==> config.mk <==
export PLATFORM = sky130hd
export DESIGN_NAME = mmbc_ram
export DESIGN_NICKNAME = d
export VERILOG_FILES = /design/src/rtl/mmbc_ram.sv
export SDC_FILE = /design/constraint.sdc
export NUM_CORES = 1
export LEC_CHECK = 0
export BUFFER_PORTS_ARGS = -buffer_cell sky130_fd_sc_hd__buf_2
export CAP_MARGIN = 10
export CORE_MARGIN = 2
export CORE_UTILIZATION = 48
export DETAILED_ROUTE_END_ITERATION = 8
export GPL_TIMING_DRIVEN = 0
export PLACE_DENSITY = 0.62
export SETUP_SLACK_MARGIN = 0.4
export SLEW_MARGIN = 20
export SYNTH_ARGS = -nofsm -noshare
export SYNTH_HDL_FRONTEND = slang
export SYNTH_SLANG_ARGS = --single-unit
==> constraint.sdc <==
create_clock -name clk_i -period 5.3 [get_ports clk_i]
set_clock_uncertainty 0.1 [all_clocks]
set_input_delay 0.795 -clock clk_i [delete_from_list [all_inputs] [get_ports clk_i]]
set_output_delay 0.795 -clock clk_i [all_outputs]
set_load 0.01 [all_outputs]
==> src/rtl/mmbc_ram.sv <==
`timescale 1ns / 1ps
`default_nettype none
// ----------------------------------------------------------------------------
// mmbc_ram: byte-wide single-port RAM
// One access per enabled cycle, read data registered.
// ----------------------------------------------------------------------------
module mmbc_ram #(
  parameter int unsigned DEPTH = 16
) (
  input  wire logic                     clk_i,
  input  wire logic                     en_i,
  input  wire logic                     we_i,
  input  wire logic [$clog2(DEPTH)-1:0] addr_i,
  input  wire logic [7:0]               wdata_i,
  output      logic [7:0]               rdata_o
);

  logic [7:0] mem [DEPTH];
  logic [7:0] rdata_q;

  always_ff @(posedge clk_i) begin
    if (en_i) begin
      if (we_i) begin
        mem[addr_i] <= wdata_i;
      end
      rdata_q <= mem[addr_i];
    end
  end

  assign rdata_o = rdata_q;

endmodule : mmbc_ram
`default_nettype wire

== Word level (Yosys, flattened, before mapping) ==
Memory sizes are Yosys's and may differ from the RTL's. A register that Yosys moved wholly into a read port is not among the register bits.
Index checks and enable logic that the tools add are counted.

* Register bits after elaboration: 0
* Latch bits: 0
* Memory bits (writable): 128
* ROM bits: 0
* Input bits: 15
* Output and inout bits: 8
* Logic and storage cells: 4
* Memories kept: 1

{| class="wikitable"
|+ Memory list
! name !! depth !! bits a word !! rd ports !! clocked after Yosys merged registers in !! wr ports !! line !! source
|-
| mem || 16 || 8 || 1 || 1 || 1 || 18 || <nowiki>logic [7:0] mem [DEPTH];</nowiki>
|}

* Add/subtract/negate cells: 0
* $mul: 0
* Div/mod/pow operators: 0
* $lt $le $gt $ge: 0
* Equal/unequal tests: 0
* Shift operators: 0
* Mux-type cells: 3
* Bitwise gates (word level): 0
* Reductions and logical operators: 0

{| class="wikitable"
|+ Operators with widths
! operator !! count
|-
| $mux W1 || 3
|}

== Depth between registers and ports, before layout ==
* Word-level depth: 3
* Gate-level depth with buffers: 5
* Depth with buffers taken out: 3

== Worst setup path before layout ==
OpenSTA, ideal clock, no wires.

* Kind: input-to-reg
* Start point: input port addr_i[0]
* End point: memory mem[0][0] (enable)
* Setup time: 0.383 ns
* Arrival time: 2.134 ns
* Required time: 4.817 ns
* Slack: 2.683 ns
* Stages: 4
* Path buffers: 2
* Cell sequence: buf_6 -> buf_2 -> or3_1 -> nor3_1

{| class="wikitable"
|+ RTL lines
! what !! line !! source
|-
| start, declared || 13 || <nowiki>input wire logic [$clog2(DEPTH)-1:0] addr_i,</nowiki>
|-
| end, declared || 18 ||
|}

No word-level cell before the write port.

== Worst setup path after layout ==
* Start point: input port addr_i[1]
* End point: memory mem[11][2] (enable)

No word-level cell before the write port.

==> flow_summary.json <==
{
  "crit_path_cell_trace": "buf_2, buf_1, nand4_1, nor2_1",
  "wl_um": 9779,
  "synth.area.top_cells": "edfxtp_1 78%, mux4_1 8.0%, mux4_2 6.9%",
  "core_area_mm2": 0.01075,
  "io_buffer_count": 20,
  "worstRegToRegCells": 3,
  "ctsResizeCount": 0,
  "drc": 0,
  "antenna_left": 0,
  "drt_first_pass_iters": 5,
  "ys_seq_area_share_pct": 78.07,
  "power.density_mw_per_mm2": 404.0,
  "cp.required_ps": 5340,
  "rsz0062_at_grt": "no",
  "dpl.hpwl_um": 6112,
  "vias": 2405,
  "fp.dieW_um": 108.4,
  "ir_drop_mv": 0.2132,
  "synth_compound_area_share_pct": 2.296,
  "power_frac_comb_pct": 4.3,
  "die_y_um": 108.4,
  "worstReg2RegStart": "mem[9][4]",
  "r2r_slack_ps": 3660,
  "path_clk_slew_ps": 60,
  "worstHoldPathType": "primary input to register",
  "netlist.area_leader.share_pct": 78.07,
  "slowest_stage": "nor2_1",
  "crit_buf_inv": 2,
  "crit_type": "primary input to register",
  "cts_setup_buffers": 0,
  "synthSimpleGateAreaFrac_pct": 3.205,
  "period_minus_slack_ps": 2566,
  "post_drt_via_cell_ratio": 5.659,
  "p_sw_share_pct": 18.87,
  "critPathLaunchType": "primary input",
  "tightest_slew_ps": 797.2,
  "synth_area_mm2": 0.005231,
  "switching_power_mw": 0.4659,
  "syn_area_per_cell_um2": 22.45,
  "place_inst": 393,
  "synth_top_area_cell": "edfxtp_1",
  "post_route_cells_drive_above_1_share_pct": 25.26,
  "relSlewSlack_pct": 46.66,
  "synth_warnings": 0,
  "intPower_mw": 2.003,
  "gr-usage-all-layers_pct": 18.74,
  "cts_max_path_buffers": 2,
  "total_power_mw": 2.469,
  "seq_power_share_pct": 48.9,
  "cp.arrival_ps": 2610,
  "grt_overflow": 0,
  "n_antenna_cell": 0,
  "synth_xor_area_share_pct": 0,
  "mappedNetlistNets": 248,
  "nNetsFinal": 287,
  "min_to": "rdata_o[1]",
  "r2r-end": "rdata_o[4]",
  "netlist_instances": 233,
  "synth_top_family_by_area": "multiplexers",
  "grt_pass1_wl_um": 14710,
  "layout_commonest_cell": "edfxtp_1",
  "drt-initial-drc-count": 232,
  "antenna_found_initial": 0,
  "grt_max_degree": 17,
  "status": "complete, no violations",
  "hold_buffers": 0,
  "grt_pass1_vias": 2366,
  "clk_latency_ps": 520,
  "critPathMaxStageDelay_ps": 700,
  "cts_max_level": 4,
  "max_freq_mhz": 389.7,
  "cts_made_buffers": 17,
  "hold-path-cell-count": 1,
  "start_util_pct": 48.68,
  "num_io_pins": 23,
  "hold_violations": 0,
  "rows": 38,
  "synth.distinct_cells": 18,
  "finalSetupViolCount": 0,
  "stdcell_count": 425,
  "power.share.clock_pct": 46.8,
  "cts_root_buffer": "clkbuf_8",
  "slew_violations": 0,
  "cts_sinks": 136,
  "min_from": "en_i",
  "die_area_mm2": 0.01175,
  "place_congestion": 0.6973,
  "finalSetupTns_ps": 0,
  "area_growth_pct": 16.81,
  "synth_mux_area_share_pct": 14.92,
  "synth-seq-cells": 136,
  "end_kind": "register",
  "cp_top_family": "simple AND/OR/NAND/NOR gates",
  "finalCritPeriodShare_pct": 48.42,
  "leakage_nw": 2.016,
  "final_cell_mix": "136 x edfxtp_1, 23 x buf_2",
  "cts_tree": "yes",
  "synthAdderAreaFrac_pct": 0,
  "drv_cap": 0,
  "crit_path_max_fanout": 10,
  "wl_per_cell_um": 23.01
}
## synth_stat cells (all sizes together)
master and n:
nand2b 2, mux4 32, and2 1, clkbuf 4
or3 1, nor3 4, edfxtp 136, a22oi 16
nor2 13, nand4 1, buf 9, nor2b 2
nand4b 2, nand2 10
## worst max path at each step
stage | start | end | slack (ps) | depth (start not counted)
6_report | addr_i[1] | mem[11][2] | 2730 | 4
4_1_cts | addr_i[1] | mem[7][0] | 2760 | 4
2_1_floorplan | addr_i[0] | mem[0][0] | 2680 | 4
5_1_grt | addr_i[1] | mem[11][2] | 2570 | 4
3_3_place_gp | addr_i[1] | mem[3][3] | 1880 | 4
3_5_place_dp | addr_i[1] | mem[7][7] | 2210 | 4
## through the flow
step / utilization, % / worst slack, ps / hold slack, ps / instance area, um^2
detailed placement: 51.43 / 2205 / 653.7 / 5527
floorplan: - / 2683 / 610.3 / 5231
CTS: 56.87 / 2765 / 525.2 / 6111
finish: 56.87 / 2734 / 565.5 / 6111
global placement: 51.25 / 1884 / 625.1 / 5507
global route: 56.87 / 2571 / 547.4 / 6111
## state kept, by name (all words and copies together) (netlist names)
| signal | count |
|---|---|
| rdata_o | 8 |
| mem | 128 |
## layout make-up
type / count / area (um^2)
plain buffers: 13 / 78.83
clock buffers: 22 / 432.9
clock inverters: 10 / 151.4
fillers: 801 / 4634
multi-input cells: 84 / 1089
flip-flops and latches: 136 / 4084
well taps: 140 / 175.2
repair buffers: 20 / 100.1
## power groups by stage
stage          logic (mW)  clock network (mW)  registers [mW]
5_1_grt             0.116                1.22            1.21
6_report            0.106                1.16            1.21
2_1_floorplan      0.0566                   0            1.23
3_5_place_dp        0.108                   0            1.23
3_3_place_gp        0.104                   0            1.23
4_1_cts             0.108                1.18            1.21
## kinds of logic after synthesis
logic type | count (synthesis)
compound gates | 16
buf+inv | 13
flops | 136
mux | 32
simple gates | 36
## worst register-to-register path: cells and delay by family (launching register included)
| kind | cells | cell delay [ps] |
|---|---|---|
| flops | 1 | 350 |
| mux | 1 | 560 |
| simple gates | 1 | 80 |
| compound gates | 1 | 290 |
## metal layers
layer	track usage (%)	share of wire (%)	vias up
met5	0	0	-
met4	7.692	1.2	0
met3	5.244	5.8	9
met2	26.82	48	77
met1	27.41	45	1244
li1	-	-	1075
(Power assumes the default switching activity.)
